==> src/hw/rtl/tcm_pkg.sv <==
// ----------------------------------------------------------------------------
// tcm_pkg: shared definitions for the touch coordinate mapper
// Register indexes, reset values, field widths and the per-item flag bundle.
// ----------------------------------------------------------------------------
package tcm_pkg;

	// Default width of the converter readings and calibration bounds.
	localparam int RAW_BITS_DEFAULT = 12;

	// Fixed field widths.
	localparam int SIZE_W     = 12;
	localparam int FLIP_W     = 2;
	localparam int PRES_W     = 16;
	localparam int CFG_IDX_W  = 4;
	localparam int CFG_DATA_W = 16;
	localparam int SCALE_W    = 10;

	// Pressure is scaled by this factor before the division by Z2.
	localparam logic [SCALE_W-1:0] PRESSURE_SCALE = 10'd1000;

	// Number of register stages in each pipelined divider.
	localparam int DIV_STAGES = 4;

	// Bit positions in the flip mode register.
	localparam int FLIP_X_BIT = 0;
	localparam int FLIP_Y_BIT = 1;

	// Reset values of the configuration registers.
	localparam int                 CAL_LOW_RESET  = 0;
	localparam int                 CAL_HIGH_RESET = 4095;
	localparam logic [SIZE_W-1:0]  WIDTH_RESET    = 12'd320;
	localparam logic [SIZE_W-1:0]  HEIGHT_RESET   = 12'd240;
	localparam logic [FLIP_W-1:0]  FLIP_RESET     = 2'd0;
	localparam logic [PRES_W-1:0]  CEILING_RESET  = 16'hFFFF;

	// Configuration register indexes.
	typedef enum logic [CFG_IDX_W-1:0] {
		REG_CAL_X_LOW        = 4'd0,
		REG_CAL_X_HIGH       = 4'd1,
		REG_CAL_Y_LOW        = 4'd2,
		REG_CAL_Y_HIGH       = 4'd3,
		REG_SCREEN_WIDTH     = 4'd4,
		REG_SCREEN_HEIGHT    = 4'd5,
		REG_FLIP_MODE        = 4'd6,
		REG_PRESSURE_CEILING = 4'd7
	} cfg_reg_t;

	// Special-case flags that travel beside the dividers with each item.
	typedef struct packed {
		logic x_zero;   // X reading at or below its low bound, or window inverted
		logic x_full;   // X reading at or above its high bound
		logic y_zero;
		logic y_full;
		logic z1_zero;
		logic z2_zero;
	} flags_t;

endpackage

==> src/hw/rtl/touch_coordinate_mapper.sv <==
// ----------------------------------------------------------------------------
// touch_coordinate_mapper: resistive touch sample to screen coordinates
// Maps X and Y readings through calibration windows onto the screen size and
// estimates contact pressure as Z1*1000/Z2 clamped to a ceiling.
// ----------------------------------------------------------------------------
// The mapper takes one touch sample per clock unless the pipeline is stalled
// and returns one result item for every sample, in order. The pipeline holds
// seven register stages: a window check stage, a multiply stage, four stages
// of the pipelined restoring dividers (one each for X, Y and pressure, several
// quotient bits per stage) and the output register, where limits, flips and
// the pressure clamp are applied. Back pressure is global: while a result is
// held by result_stall the whole pipeline freezes, so sample_stall follows
// result_valid and result_stall. Configuration registers are written through
// the cfg port, which is always ready; they should only be changed while no
// item is in flight.

module touch_coordinate_mapper #(
	parameter int RAW_BITS = tcm_pkg::RAW_BITS_DEFAULT
) (
	input  logic                            clk,
	input  logic                            arst_n,

	// Sample channel.
	input  logic                            sample_valid,
	output logic                            sample_stall,
	input  logic [RAW_BITS-1:0]             raw_x,
	input  logic [RAW_BITS-1:0]             raw_y,
	input  logic [RAW_BITS-1:0]             touch_z1,
	input  logic [RAW_BITS-1:0]             touch_z2,

	// Result channel.
	output logic                            result_valid,
	input  logic                            result_stall,
	output logic                            map_status,
	output logic [tcm_pkg::SIZE_W-1:0]      display_x,
	output logic [tcm_pkg::SIZE_W-1:0]      display_y,
	output logic [tcm_pkg::PRES_W-1:0]      pressure,

	// Configuration write channel.
	input  logic                            cfg_valid,
	output logic                            cfg_ready,
	input  logic [tcm_pkg::CFG_IDX_W-1:0]   cfg_index,
	input  logic [tcm_pkg::CFG_DATA_W-1:0]  cfg_data
);

	localparam int NX_W     = RAW_BITS + tcm_pkg::SIZE_W;
	localparam int NP_W     = RAW_BITS + tcm_pkg::SCALE_W;
	localparam int DIV_LAST = tcm_pkg::DIV_STAGES - 1;

	logic [RAW_BITS-1:0]          cal_x_low, cal_x_high, cal_y_low, cal_y_high;
	logic [tcm_pkg::SIZE_W-1:0]   screen_width, screen_height;
	logic [tcm_pkg::FLIP_W-1:0]   flip_mode;
	logic [tcm_pkg::PRES_W-1:0]   pressure_ceiling;

	logic                         en;
	logic                         front_vld;
	tcm_pkg::flags_t              front_flg;
	logic [NX_W-1:0]              num_x, num_y;
	logic [NP_W-1:0]              num_p;
	logic [RAW_BITS-1:0]          den_x, den_y, den_p;
	logic [tcm_pkg::SIZE_W-1:0]   quo_x, quo_y;
	logic [NP_W-1:0]              quo_p;

	// Valid bits and flags that ride alongside the divider stages.
	logic                         vld_div_s [tcm_pkg::DIV_STAGES];
	tcm_pkg::flags_t              flg_div_s [tcm_pkg::DIV_STAGES];

	// The pipeline advances unless a finished result is being held.
	assign en           = !(result_valid && result_stall);
	assign sample_stall = !en;

	tcm_cfg #(.RAW_BITS(RAW_BITS)) u_cfg (
		.clk        (clk),
		.arst_n     (arst_n),
		.valid      (cfg_valid),
		.ready      (cfg_ready),
		.index      (cfg_index),
		.data       (cfg_data),
		.cal_x_low  (cal_x_low),
		.cal_x_high (cal_x_high),
		.cal_y_low  (cal_y_low),
		.cal_y_high (cal_y_high),
		.width      (screen_width),
		.height     (screen_height),
		.flip       (flip_mode),
		.ceiling    (pressure_ceiling)
	);

	tcm_front #(.RAW_BITS(RAW_BITS)) u_front (
		.clk        (clk),
		.arst_n     (arst_n),
		.en         (en),
		.in_vld     (sample_valid),
		.raw_x      (raw_x),
		.raw_y      (raw_y),
		.z1         (touch_z1),
		.z2         (touch_z2),
		.cal_x_low  (cal_x_low),
		.cal_x_high (cal_x_high),
		.cal_y_low  (cal_y_low),
		.cal_y_high (cal_y_high),
		.width      (screen_width),
		.height     (screen_height),
		.vld        (front_vld),
		.flg        (front_flg),
		.num_x      (num_x),
		.num_y      (num_y),
		.num_p      (num_p),
		.den_x      (den_x),
		.den_y      (den_y),
		.den_p      (den_p)
	);

	// An in-window offset times the size divided by the span is always below
	// the size, so twelve quotient bits cover both axes.
	tcm_div #(
		.NUM_W (NX_W),
		.DEN_W (RAW_BITS),
		.Q_W   (tcm_pkg::SIZE_W),
		.NSTG  (tcm_pkg::DIV_STAGES)
	) u_div_x (
		.clk (clk),
		.en  (en),
		.num (num_x),
		.den (den_x),
		.quo (quo_x)
	);

	tcm_div #(
		.NUM_W (NX_W),
		.DEN_W (RAW_BITS),
		.Q_W   (tcm_pkg::SIZE_W),
		.NSTG  (tcm_pkg::DIV_STAGES)
	) u_div_y (
		.clk (clk),
		.en  (en),
		.num (num_y),
		.den (den_y),
		.quo (quo_y)
	);

	// The pressure quotient is kept at full width and clamped afterwards.
	tcm_div #(
		.NUM_W (NP_W),
		.DEN_W (RAW_BITS),
		.Q_W   (NP_W),
		.NSTG  (tcm_pkg::DIV_STAGES)
	) u_div_p (
		.clk (clk),
		.en  (en),
		.num (num_p),
		.den (den_p),
		.quo (quo_p)
	);

	always_ff @(posedge clk or negedge arst_n) begin
		if (!arst_n) begin
			for (int k = 0; k < tcm_pkg::DIV_STAGES; k++) begin
				vld_div_s[k] <= 1'b0;
			end
		end else if (en) begin
			vld_div_s[0] <= front_vld;
			for (int k = 1; k < tcm_pkg::DIV_STAGES; k++) begin
				vld_div_s[k] <= vld_div_s[k-1];
			end
		end
	end

	always_ff @(posedge clk) begin
		if (en) begin
			flg_div_s[0] <= front_flg;
			for (int k = 1; k < tcm_pkg::DIV_STAGES; k++) begin
				flg_div_s[k] <= flg_div_s[k-1];
			end
		end
	end

	tcm_back #(.RAW_BITS(RAW_BITS)) u_back (
		.clk     (clk),
		.arst_n  (arst_n),
		.en      (en),
		.in_vld  (vld_div_s[DIV_LAST]),
		.flg     (flg_div_s[DIV_LAST]),
		.quo_x   (quo_x),
		.quo_y   (quo_y),
		.quo_p   (quo_p),
		.width   (screen_width),
		.height  (screen_height),
		.flip    (flip_mode),
		.ceiling (pressure_ceiling),
		.valid   (result_valid),
		.status  (map_status),
		.pos_x   (display_x),
		.pos_y   (display_y),
		.pres    (pressure)
	);

	// A frozen pipeline must neither drop nor duplicate items in flight.
	a_stall_holds: assert property (@(posedge clk) disable iff (!arst_n)
		!en |=> (front_vld == $past(front_vld)) &&
			(vld_div_s[DIV_LAST] == $past(vld_div_s[DIV_LAST])))
		else $error("pipeline valid bits moved while stalled");

	// A new result can only come out of the last divider stage.
	a_result_source: assert property (@(posedge clk) disable iff (!arst_n)
		$rose(result_valid) |-> $past(vld_div_s[DIV_LAST]))
		else $error("result appeared without an item in the last divider stage");

	// An invalid screen size forces all result fields to zero.
	a_invalid_zero: assert property (@(posedge clk) disable iff (!arst_n)
		result_valid && map_status |->
			(display_x == '0) && (display_y == '0) && (pressure == '0))
		else $error("invalid status with nonzero result fields");

endmodule

==> src/hw/rtl/tcm_cfg.sv <==
// ----------------------------------------------------------------------------
// tcm_cfg: configuration register file
// Holds the calibration window, screen size, flip mode and pressure ceiling.
// ----------------------------------------------------------------------------
module tcm_cfg #(
	parameter int RAW_BITS = tcm_pkg::RAW_BITS_DEFAULT
) (
	input  logic                            clk,
	input  logic                            arst_n,
	input  logic                            valid,
	output logic                            ready,
	input  logic [tcm_pkg::CFG_IDX_W-1:0]   index,
	input  logic [tcm_pkg::CFG_DATA_W-1:0]  data,
	output logic [RAW_BITS-1:0]             cal_x_low,
	output logic [RAW_BITS-1:0]             cal_x_high,
	output logic [RAW_BITS-1:0]             cal_y_low,
	output logic [RAW_BITS-1:0]             cal_y_high,
	output logic [tcm_pkg::SIZE_W-1:0]      width,
	output logic [tcm_pkg::SIZE_W-1:0]      height,
	output logic [tcm_pkg::FLIP_W-1:0]      flip,
	output logic [tcm_pkg::PRES_W-1:0]      ceiling
);

	logic [RAW_BITS-1:0]          cal_x_low_q;
	logic [RAW_BITS-1:0]          cal_x_high_q;
	logic [RAW_BITS-1:0]          cal_y_low_q;
	logic [RAW_BITS-1:0]          cal_y_high_q;
	logic [tcm_pkg::SIZE_W-1:0]   width_q;
	logic [tcm_pkg::SIZE_W-1:0]   height_q;
	logic [tcm_pkg::FLIP_W-1:0]   flip_q;
	logic [tcm_pkg::PRES_W-1:0]   ceiling_q;

	// Writes are always taken.
	assign ready = 1'b1;

	always_ff @(posedge clk or negedge arst_n) begin
		if (!arst_n) begin
			cal_x_low_q  <= RAW_BITS'(tcm_pkg::CAL_LOW_RESET);
			cal_x_high_q <= RAW_BITS'(tcm_pkg::CAL_HIGH_RESET);
			cal_y_low_q  <= RAW_BITS'(tcm_pkg::CAL_LOW_RESET);
			cal_y_high_q <= RAW_BITS'(tcm_pkg::CAL_HIGH_RESET);
			width_q      <= tcm_pkg::WIDTH_RESET;
			height_q     <= tcm_pkg::HEIGHT_RESET;
			flip_q       <= tcm_pkg::FLIP_RESET;
			ceiling_q    <= tcm_pkg::CEILING_RESET;
		end else if (valid) begin
			unique case (tcm_pkg::cfg_reg_t'(index))
				tcm_pkg::REG_CAL_X_LOW:        cal_x_low_q  <= data[RAW_BITS-1:0];
				tcm_pkg::REG_CAL_X_HIGH:       cal_x_high_q <= data[RAW_BITS-1:0];
				tcm_pkg::REG_CAL_Y_LOW:        cal_y_low_q  <= data[RAW_BITS-1:0];
				tcm_pkg::REG_CAL_Y_HIGH:       cal_y_high_q <= data[RAW_BITS-1:0];
				tcm_pkg::REG_SCREEN_WIDTH:     width_q      <= data[tcm_pkg::SIZE_W-1:0];
				tcm_pkg::REG_SCREEN_HEIGHT:    height_q     <= data[tcm_pkg::SIZE_W-1:0];
				tcm_pkg::REG_FLIP_MODE:        flip_q       <= data[tcm_pkg::FLIP_W-1:0];
				tcm_pkg::REG_PRESSURE_CEILING: ceiling_q    <= data[tcm_pkg::PRES_W-1:0];
				default: begin
					// Indexes past the register list are ignored.
				end
			endcase
		end
	end

	assign cal_x_low  = cal_x_low_q;
	assign cal_x_high = cal_x_high_q;
	assign cal_y_low  = cal_y_low_q;
	assign cal_y_high = cal_y_high_q;
	assign width      = width_q;
	assign height     = height_q;
	assign flip       = flip_q;
	assign ceiling    = ceiling_q;

endmodule

==> src/hw/rtl/tcm_front.sv <==
// ----------------------------------------------------------------------------
// tcm_front: first two pipeline stages
// Stage 1 compares readings with the window and forms the offsets and spans;
// stage 2 forms the dividends with one multiplier per lane.
// ----------------------------------------------------------------------------
module tcm_front #(
	parameter int RAW_BITS = tcm_pkg::RAW_BITS_DEFAULT
) (
	input  logic                                       clk,
	input  logic                                       arst_n,
	input  logic                                       en,
	input  logic                                       in_vld,
	input  logic [RAW_BITS-1:0]                        raw_x,
	input  logic [RAW_BITS-1:0]                        raw_y,
	input  logic [RAW_BITS-1:0]                        z1,
	input  logic [RAW_BITS-1:0]                        z2,
	input  logic [RAW_BITS-1:0]                        cal_x_low,
	input  logic [RAW_BITS-1:0]                        cal_x_high,
	input  logic [RAW_BITS-1:0]                        cal_y_low,
	input  logic [RAW_BITS-1:0]                        cal_y_high,
	input  logic [tcm_pkg::SIZE_W-1:0]                 width,
	input  logic [tcm_pkg::SIZE_W-1:0]                 height,
	output logic                                       vld,
	output tcm_pkg::flags_t                            flg,
	output logic [RAW_BITS+tcm_pkg::SIZE_W-1:0]        num_x,
	output logic [RAW_BITS+tcm_pkg::SIZE_W-1:0]        num_y,
	output logic [RAW_BITS+tcm_pkg::SCALE_W-1:0]       num_p,
	output logic [RAW_BITS-1:0]                        den_x,
	output logic [RAW_BITS-1:0]                        den_y,
	output logic [RAW_BITS-1:0]                        den_p
);

	localparam int NX_W = RAW_BITS + tcm_pkg::SIZE_W;
	localparam int NP_W = RAW_BITS + tcm_pkg::SCALE_W;

	tcm_pkg::flags_t      flg_d;
	logic                 vld_s1;
	tcm_pkg::flags_t      flg_s1;
	logic [RAW_BITS-1:0]  dx_s1, dy_s1, denx_s1, deny_s1, z1_s1, z2_s1;
	logic                 vld_s2;
	tcm_pkg::flags_t      flg_s2;
	logic [NX_W-1:0]      numx_s2, numy_s2;
	logic [NP_W-1:0]      nump_s2;
	logic [RAW_BITS-1:0]  denx_s2, deny_s2, z2_s2;

	always_comb begin
		flg_d.x_zero  = (cal_x_low >= cal_x_high) || (raw_x <= cal_x_low);
		flg_d.x_full  = (raw_x >= cal_x_high);
		flg_d.y_zero  = (cal_y_low >= cal_y_high) || (raw_y <= cal_y_low);
		flg_d.y_full  = (raw_y >= cal_y_high);
		flg_d.z1_zero = (z1 == '0);
		flg_d.z2_zero = (z2 == '0);
	end

	always_ff @(posedge clk or negedge arst_n) begin
		if (!arst_n) begin
			vld_s1 <= 1'b0;
			vld_s2 <= 1'b0;
		end else if (en) begin
			vld_s1 <= in_vld;
			vld_s2 <= vld_s1;
		end
	end

	always_ff @(posedge clk) begin
		if (en) begin
			flg_s1  <= flg_d;
			dx_s1   <= raw_x - cal_x_low;
			dy_s1   <= raw_y - cal_y_low;
			denx_s1 <= cal_x_high - cal_x_low;
			deny_s1 <= cal_y_high - cal_y_low;
			z1_s1   <= z1;
			z2_s1   <= z2;

			flg_s2  <= flg_s1;
			numx_s2 <= NX_W'(dx_s1) * NX_W'(width);
			numy_s2 <= NX_W'(dy_s1) * NX_W'(height);
			nump_s2 <= NP_W'(z1_s1) * NP_W'(tcm_pkg::PRESSURE_SCALE);
			denx_s2 <= denx_s1;
			deny_s2 <= deny_s1;
			z2_s2   <= z2_s1;
		end
	end

	assign vld   = vld_s2;
	assign flg   = flg_s2;
	assign num_x = numx_s2;
	assign num_y = numy_s2;
	assign num_p = nump_s2;
	assign den_x = denx_s2;
	assign den_y = deny_s2;
	assign den_p = z2_s2;

endmodule

==> src/hw/rtl/tcm_div.sv <==
// ----------------------------------------------------------------------------
// tcm_div: pipelined restoring divider
// Produces Q_W quotient bits over NSTG register stages, a few bits per stage.
// ----------------------------------------------------------------------------
module tcm_div #(
	parameter int NUM_W = 24,
	parameter int DEN_W = 12,
	parameter int Q_W   = 12,
	parameter int NSTG  = tcm_pkg::DIV_STAGES
) (
	input  logic              clk,
	input  logic              en,
	input  logic [NUM_W-1:0]  num,
	input  logic [DEN_W-1:0]  den,
	output logic [Q_W-1:0]    quo
);

	// The partial remainder sits in the upper DEN_W bits; the lower Q_W bits
	// shift the dividend out and the quotient in. The upper quotient bits are
	// assumed zero, that is num >> Q_W is below den.
	localparam int ACC_W = DEN_W + Q_W;
	localparam int SPS   = (Q_W + NSTG - 1) / NSTG;

	logic [ACC_W-1:0] acc_s [NSTG];
	logic [DEN_W-1:0] den_s [NSTG];

	for (genvar k = 0; k < NSTG; k++) begin : g_stage
		logic [ACC_W-1:0] acc_in;
		logic [DEN_W-1:0] den_in;
		logic [ACC_W-1:0] acc_nx;

		if (k == 0) begin : g_first
			assign acc_in = ACC_W'(num);
			assign den_in = den;
		end else begin : g_next
			assign acc_in = acc_s[k-1];
			assign den_in = den_s[k-1];
		end

		always_comb begin
			logic [DEN_W:0]   rem;
			logic [DEN_W:0]   dif;
			logic [ACC_W-1:0] a;
			a   = acc_in;
			rem = '0;
			dif = '0;
			for (int j = 0; j < SPS; j++) begin
				if (k * SPS + j < Q_W) begin
					rem = a[ACC_W-1:Q_W-1];
					dif = rem - {1'b0, den_in};
					if (rem >= {1'b0, den_in}) begin
						a = {dif[DEN_W-1:0], a[Q_W-2:0], 1'b1};
					end else begin
						a = {rem[DEN_W-1:0], a[Q_W-2:0], 1'b0};
					end
				end
			end
			acc_nx = a;
		end

		always_ff @(posedge clk) begin
			if (en) begin
				acc_s[k] <= acc_nx;
				den_s[k] <= den_in;
			end
		end
	end

	assign quo = acc_s[NSTG-1][Q_W-1:0];

endmodule

==> src/hw/rtl/tcm_back.sv <==
// ----------------------------------------------------------------------------
// tcm_back: result stage
// Applies the window limits, flips and pressure clamp, then registers the item.
// ----------------------------------------------------------------------------
module tcm_back #(
	parameter int RAW_BITS = tcm_pkg::RAW_BITS_DEFAULT
) (
	input  logic                                  clk,
	input  logic                                  arst_n,
	input  logic                                  en,
	input  logic                                  in_vld,
	input  tcm_pkg::flags_t                       flg,
	input  logic [tcm_pkg::SIZE_W-1:0]            quo_x,
	input  logic [tcm_pkg::SIZE_W-1:0]            quo_y,
	input  logic [RAW_BITS+tcm_pkg::SCALE_W-1:0]  quo_p,
	input  logic [tcm_pkg::SIZE_W-1:0]            width,
	input  logic [tcm_pkg::SIZE_W-1:0]            height,
	input  logic [tcm_pkg::FLIP_W-1:0]            flip,
	input  logic [tcm_pkg::PRES_W-1:0]            ceiling,
	output logic                                  valid,
	output logic                                  status,
	output logic [tcm_pkg::SIZE_W-1:0]            pos_x,
	output logic [tcm_pkg::SIZE_W-1:0]            pos_y,
	output logic [tcm_pkg::PRES_W-1:0]            pres
);

	localparam int QP_W = RAW_BITS + tcm_pkg::SCALE_W;

	logic                         bad_size;
	logic [tcm_pkg::SIZE_W-1:0]   wmax, hmax, px, py, fx, fy;
	logic [tcm_pkg::PRES_W-1:0]   pr;
	logic                         valid_q;
	logic                         status_q;
	logic [tcm_pkg::SIZE_W-1:0]   pos_x_q, pos_y_q;
	logic [tcm_pkg::PRES_W-1:0]   pres_q;

	always_comb begin
		bad_size = (width == '0) || (height == '0);
		wmax     = width - tcm_pkg::SIZE_W'(1);
		hmax     = height - tcm_pkg::SIZE_W'(1);

		px = flg.x_zero ? '0 : (flg.x_full ? wmax : quo_x);
		py = flg.y_zero ? '0 : (flg.y_full ? hmax : quo_y);
		fx = flip[tcm_pkg::FLIP_X_BIT] ? (wmax - px) : px;
		fy = flip[tcm_pkg::FLIP_Y_BIT] ? (hmax - py) : py;

		if (flg.z1_zero) begin
			pr = '0;
		end else if (flg.z2_zero || (quo_p > QP_W'(ceiling))) begin
			pr = ceiling;
		end else begin
			pr = quo_p[tcm_pkg::PRES_W-1:0];
		end
	end

	always_ff @(posedge clk or negedge arst_n) begin
		if (!arst_n) begin
			valid_q <= 1'b0;
		end else if (en) begin
			valid_q <= in_vld;
		end
	end

	always_ff @(posedge clk) begin
		if (en) begin
			status_q <= bad_size;
			pos_x_q  <= bad_size ? '0 : fx;
			pos_y_q  <= bad_size ? '0 : fy;
			pres_q   <= bad_size ? '0 : pr;
		end
	end

	assign valid  = valid_q;
	assign status = status_q;
	assign pos_x  = pos_x_q;
	assign pos_y  = pos_y_q;
	assign pres   = pres_q;

endmodule
==> config.mk <==
export PLATFORM = sky130hd
export DESIGN_NAME = touch_coordinate_mapper
export DESIGN_NICKNAME = d
export VERILOG_FILES = /design/src/hw/rtl/tcm_pkg.sv /design/src/hw/rtl/touch_coordinate_mapper.sv /design/src/hw/rtl/tcm_cfg.sv /design/src/hw/rtl/tcm_front.sv /design/src/hw/rtl/tcm_div.sv /design/src/hw/rtl/tcm_back.sv
export SDC_FILE = /design/constraint.sdc
export NUM_CORES = 2
export LEC_CHECK = 0
export BUFFER_PORTS_ARGS = -buffer_cell sky130_fd_sc_hd__buf_4
export CORE_MARGIN = 3
export CORE_UTILIZATION = 59
export DETAILED_ROUTE_END_ITERATION = 8
export PLACE_DENSITY = 0.79
export SYNTH_ARGS = -nofsm -noshare
export SYNTH_HDL_FRONTEND = slang
export SYNTH_SLANG_ARGS = --single-unit
==> constraint.sdc <==
create_clock -name clk -period 14.8 [get_ports clk]
set_input_delay 0.74 -clock clk [delete_from_list [all_inputs] [get_ports clk]]
set_output_delay 0.74 -clock clk [all_outputs]
set_load 0.005 [all_outputs]
# == After elaboration in Yosys (flattened, before gate mapping) ==
# Memory sizes are Yosys's and may differ from the RTL's.
# Cells that the tools add are included.
# classes
add_sub_neg,54
multipliers,3
n_lt_le_gt_ge,53
n_eq_ne,7
muxes,54
reduce_logical,19
# op_table
operator,n
$mux W34,22
$sub A12 B12 Y12,51
$ge A13 B12 Y1,45
$mux W24,24
$mux W12,6
$ge A12 B12 Y1,4
$logic_not A12 Y1,4
$mul A12 B12 Y24,2
$le A12 B12 Y1,2
$sub A12 B1 Y12 const B,2
$gt A22 B16 Y1,1
$mul A12 B7 Y19 const B,1
$eq A4 B3 Y1 const B,4
$mux W16,1
$reduce_and A2 Y1,8
$ge A1 B12 Y1,1
$sub A1 B12 Y12,1
$eq A4 B2 Y1 const B,2
$eq A4 B1 Y1 const B,1
$logic_not A4 Y1,1
$logic_or A1 B1 Y1,4
$reduce_or A2 Y1,1
$logic_and A1 B1 Y1,1
$mux W1,1
# totals
reg_bits,325
ramBits,496
input_bits,73
output_inout_bits,44
wordCells,240
memories,7
# mem_list
memory,depth,width,read_ports,rd_clocked_by_memory_dff,write_ports,line_no,text
u_div_p.acc_s,4,34,4,0,4,tcm_div.sv:24,logic [ACC_W-1:0] acc_s [NSTG];
u_div_x.acc_s,4,24,4,0,4,tcm_div.sv:24,
u_div_y.acc_s,4,24,4,0,4,tcm_div.sv:24,
u_div_p.den_s,4,12,3,0,4,tcm_div.sv:25,logic [DEN_W-1:0] den_s [NSTG];
u_div_x.den_s,4,12,3,0,4,tcm_div.sv:25,
u_div_y.den_s,4,12,3,0,4,tcm_div.sv:25,
1 more memories,--,--,--,--,--,--,

# == Logic depth before layout (Yosys ltp) ==
# An unclocked memory read counts as a cell.
# depth
depth_word,13
mapped_depth,77
mapped_depth_nobuf,68

# == Hierarchy ==
# From an unflattened synthesis, not the netlist that was laid out.
# unflattened
hier_cells,7197
hier_area_um2,70805.4
# by_module_without_submodules
mod,n_inst,cells_each,area_each_um2,seq_area_each_um2
tcm_front,1,1877,19746.4,5665.4
tcm_div (u_div_p),1,2166,19262.2,4804.6
tcm_div (u_div_y),1,1234,11746.3,3603.5
tcm_div (u_div_x),1,1199,11414.7,3603.5
tcm_back,1,485,4234.1,1256.2
tcm_cfg,1,201,3502.1,2309.7
touch_coordinate_mapper,1,35,899.6,820.8

# == Worst setup path after synthesis ==
# No wires, ideal clock.
# synth_path
path_kind,input to register
from,input result_stall
to,register u_front.vld_s2 (netlist: u_front.vld)
setup_ps,141
t_arrival_ps,16232
t_required_ps,14659
setup_slack_ps,-1572
path_stages,2
path_buffers,0
cell_sequence,nand2_1 > mux2_2
# synth_between
elab_chain_cells,1
# synth_lines
item,line_no,text
"start, declared",touch_coordinate_mapper.sv:33,"input logic result_stall,"
$logic_and A1 B1 Y1,touch_coordinate_mapper.sv:69,assign en = !(result_valid && result_stall);
"end signal, assigned",tcm_front.sv:61,vld_s2 <= vld_s1;
"end, declared",tcm_front.sv:40,logic vld_s2;
# No other way between the ends.
# A chain may end at the register's enable or synchronous reset.

==> parameters.txt <==
Parameter                              Value

Status
  Status    finished clean

Clocking
  Number of buffers added by the clock tree synthesis step    84
  Clock tree from TritonCTS    built
  Total clock sinks    740
  Longest Clk Path Bufs    3
  Clk root buf    sky130_fd_sc_hd__clkbuf_16
  H-tree levels    3
  Post-CTS Hold Buffers    0
  Clock edge transition at the registers on the reported setup and hold paths    0.06 ns
  Clock insertion delay at the later pin of the skew report    0.67 ns

STA
  Worst Hold Slack    0.1415 ns
  Final Slew Violations    0
  Final Critical Period    13.87 ns
  Pin slew with the least headroom to its limit    1.279 ns
  Worst clock skew    0.02897 ns
  Hold Vio Cnt, Final    0
  Number of failing setup endpoints in the final timing report    0
  Fraction of the cycle the final worst path needs    0.9370
  Upper clock frequency limit    72.11 MHz
  Headroom to the max-slew limit    0.1470

Finish
  Share of cells above drive strength 1    0.1145
  Fill cells    8680
  Leading cell type in the layout, fill and taps excluded    sky130_fd_sc_hd__ha_1
  Top library cells by usage in the layout, fill and taps aside    sky130_fd_sc_hd__ha_1, sky130_fd_sc_hd__inv_1, sky130_fd_sc_hd__edfxtp_1, sky130_fd_sc_hd__nand2_1, sky130_fd_sc_hd__nor2_1
  Final layout net count    8246
  Number of non-filler instances in the completed layout    8633
  Area added between synthesis and finish    9.391%
  Finished Core Util    0.6560

Placement
  Placer's final routability congestion estimate    0.9662
  Detailed placement HPWL    130.1 mm
  Cell total after placement    8458
  Input/output buffers    115

Floorplan
  Number of top-level pins    117
  Initial core utilization    0.5996
  Die W    343.0 um
  Std cell rows    122
  Die Footprint    117600 um2
  Die Ht    343.0 um
  Floorplan Core Area    111700 um2

GRT
  Total routing usage reported by global routing    0.2819
  Met3 usage    0.03671
  Global route total overflow    0
  Maximum number of pins on one net before global-route repair    181
  Antenna violations before repair    9
  Wire length of the first global-routing pass    265.9 mm
  Met2 capacity usage during global routing    0.4805
  Via count of the first global-routing pass    50.45k
  Most used routing layer    met2
  Global-route met1 utilization    0.3757

Worst setup path
  Startpoint type of the worst setup path    flip-flop
  Crit path max-delay cell type    sky130_fd_sc_hd__edfxtp_1
  Endpoint required time on the critical path    15.19 ns
  Sort of element at the end of the critical path    flip-flop
  Crit Path Max Fanout    13
  Category of the most critical setup path    flip-flop to flip-flop
  Most frequent cell on the critical path    sky130_fd_sc_hd__a21oi_1
  Max incr delay on CP    0.44 ns
  Data arrival at the endpoint of the critical path    14.26 ns

Logic synthesis
  Count of flip-flops with a built-in enable after synthesis    643
  Async set or reset register ratio after synthesis    0.1311
  Yosys synthesis warning count    0
  Net Count, Synth    8066
  Sequential cell area fraction in the yosys report    0.3253
  Primary FF master, synth    sky130_fd_sc_hd__edfxtp_1
  Total standard cell area after synthesis    67000 um2
  Synth Register Bits    740
  Count of distinct cell types in the synthesized netlist    96
  Synth Instances    6887
  Mapped Avg Cell Area    9.729 um2

Detailed routing
  Vias    51.32k
  Detailed Route Iter0 Violations    3980
  First-pass iteration count of the detailed router    6
  Vias per std cell    5.944
  Post-route ant nets    0
  Post-detailed-routing wire length    166.7 mm
  DRC violation count after routing    0
  Routed wirelength normalized by instance count    19.31 um

Job
  Number of max-cap violations    0

Worst hold path
  Hold Crit Class    input port to async pin
[area by class of cell]
cell class,instances,area [um2],share of cell area
antenna,7,17.52,0.0002390
clock buffer,97,2225,0.03035
clock inverter,60,725.7,0.009901
inverter,822,3089,0.04215
multi-input combinational,5182,41780,0.5700
sequential,740,21790,0.2973
tap,1488,1862,0.02540
timing repair buffer,237,1808,0.02467
[sequential cells by signal, summed over array words and instances (netlist names), 16 cells and up]
name           flops
u_div_y.den_s     36
u_div_y.acc_s     84
u_front.num_y     24
u_front.num_x     24
u_front.num_p     19
u_cfg.ceiling     16
u_div_p.den_s     36
flg_div_s         24
u_div_p.acc_s    115
u_div_x.acc_s     84
u_div_x.den_s     36
u_back.pres       16
[Yosys cell counts, drive strengths merged, types with 11 or more instances]
cell / number / share of area
ha: 821 / 0.15
inv: 820 / 0.046
edfxtp: 643 / 0.29
nand2: 593 / 0.033
nor2: 514 / 0.029
a21oi: 419 / 0.031
o21ai: 361 / 0.027
xnor2: 297 / 0.039
mux2: 294 / 0.050
fa: 285 / 0.085
a21o: 162 / 0.018
nand4: 116 / 0.011
clkbuf: 111 / 0.0062
nor2b: 109 / 0.010
nor3: 108 / 0.0082
xor2: 103 / 0.013
and2: 102 / 0.0095
a21boi: 86 / 0.0096
nand2b: 73 / 0.0068
nand3: 70 / 0.0052
mux2i: 69 / 0.010
o21bai: 64 / 0.0072
o21a: 59 / 0.0066
dfrtp: 51 / 0.019
dfstp: 46 / 0.018
o31ai: 46 / 0.0052
o211ai: 38 / 0.0045
a211oi: 35 / 0.0042
or3: 33 / 0.0031
buf: 32 / 0.0026
and3: 31 / 0.0029
or2: 31 / 0.0029
nor4: 23 / 0.0024
a31oi: 21 / 0.0020
a221o: 15 / 0.0022
o31a: 14 / 0.0018
o22ai: 11 / 0.0010
o41ai: 11 / 0.0014
[worst max-delay path, delay by kind of cell, from the launching register on]
kind / cells / cell delay, ns
muxes: 5 / 1.52
AOI/OAI and AO/OA: 34 / 7.64
adders and majority gates: 6 / 1.93
and+or+nand+nor: 7 / 1.10
buffers and inverters: 6 / 0.98
DFF: 1 / 0.44
[kinds of logic (layout without fill, tap and decap cells)]
kind of cell / Yosys count / count (layout) / synth area share
AO/OA/AOI/OAI: 1460 / 1460 / 0.1385
XOR/XNOR: 400 / 400 / 0.05229
adder cells (fa/ha/maj): 1106 / 1106 / 0.2385
buffers and inverters: 965 / 1216 / 0.05483
flip-flops: 740 / 740 / 0.3253
multiplexers: 363 / 363 / 0.06052
other: 1 / 8 / 0.00005597
AND/OR/NAND/NOR: 1852 / 1852 / 0.1301
[what timing repair did]
item	CTS	global route
gates resized for setup	0	46
setup buffers	0	11
endpoints found under the setup margin	0	39
[metrics by stage]
stage / area, um2 / TNS [ns] / worst slack [ns]
final: 73300 / 0 / 0.9329
after global routing: 73280 / -0.5978 / -0.07157
after CTS: 73010 / 0 / 0.2069
after detailed placement: 70060 / 0 / 0.2740
after global placement: 70060 / 0 / 0.5017
after floorplan: 67020 / 0 / 0.0006288
[per-layer routing]
layer  up-vias  part of all wire
met5         -           0.00015
met4         4             0.032
met3       343             0.061
met2      1622              0.48
met1     24640              0.43
li1      24710                 -
[path summary, 6_finish.rpt]
kind	start	endpoint	slack (ns)	depth (start not counted)
max in group asynchronous	arst_n	vld_div_s[2]	13.41	2
max	u_div_p.acc_s[0][30]	u_div_p.acc_s[1][27]	0.93	58
min reg2reg	u_front.denx_s1[8]	u_front.den_x[8]	0.40	0
min in group clk	touch_z1[0]	u_front.z1_s1[0]	0.28	1
min	arst_n	u_cfg.flip[0]	0.14	1
max reg2reg	u_div_p.acc_s[0][30]	u_div_p.acc_s[1][27]	0.93	58
Power is left out: the tool's default activity adds up to more than one toggle a clock period on the data nets, which glitch-free logic cannot reach.
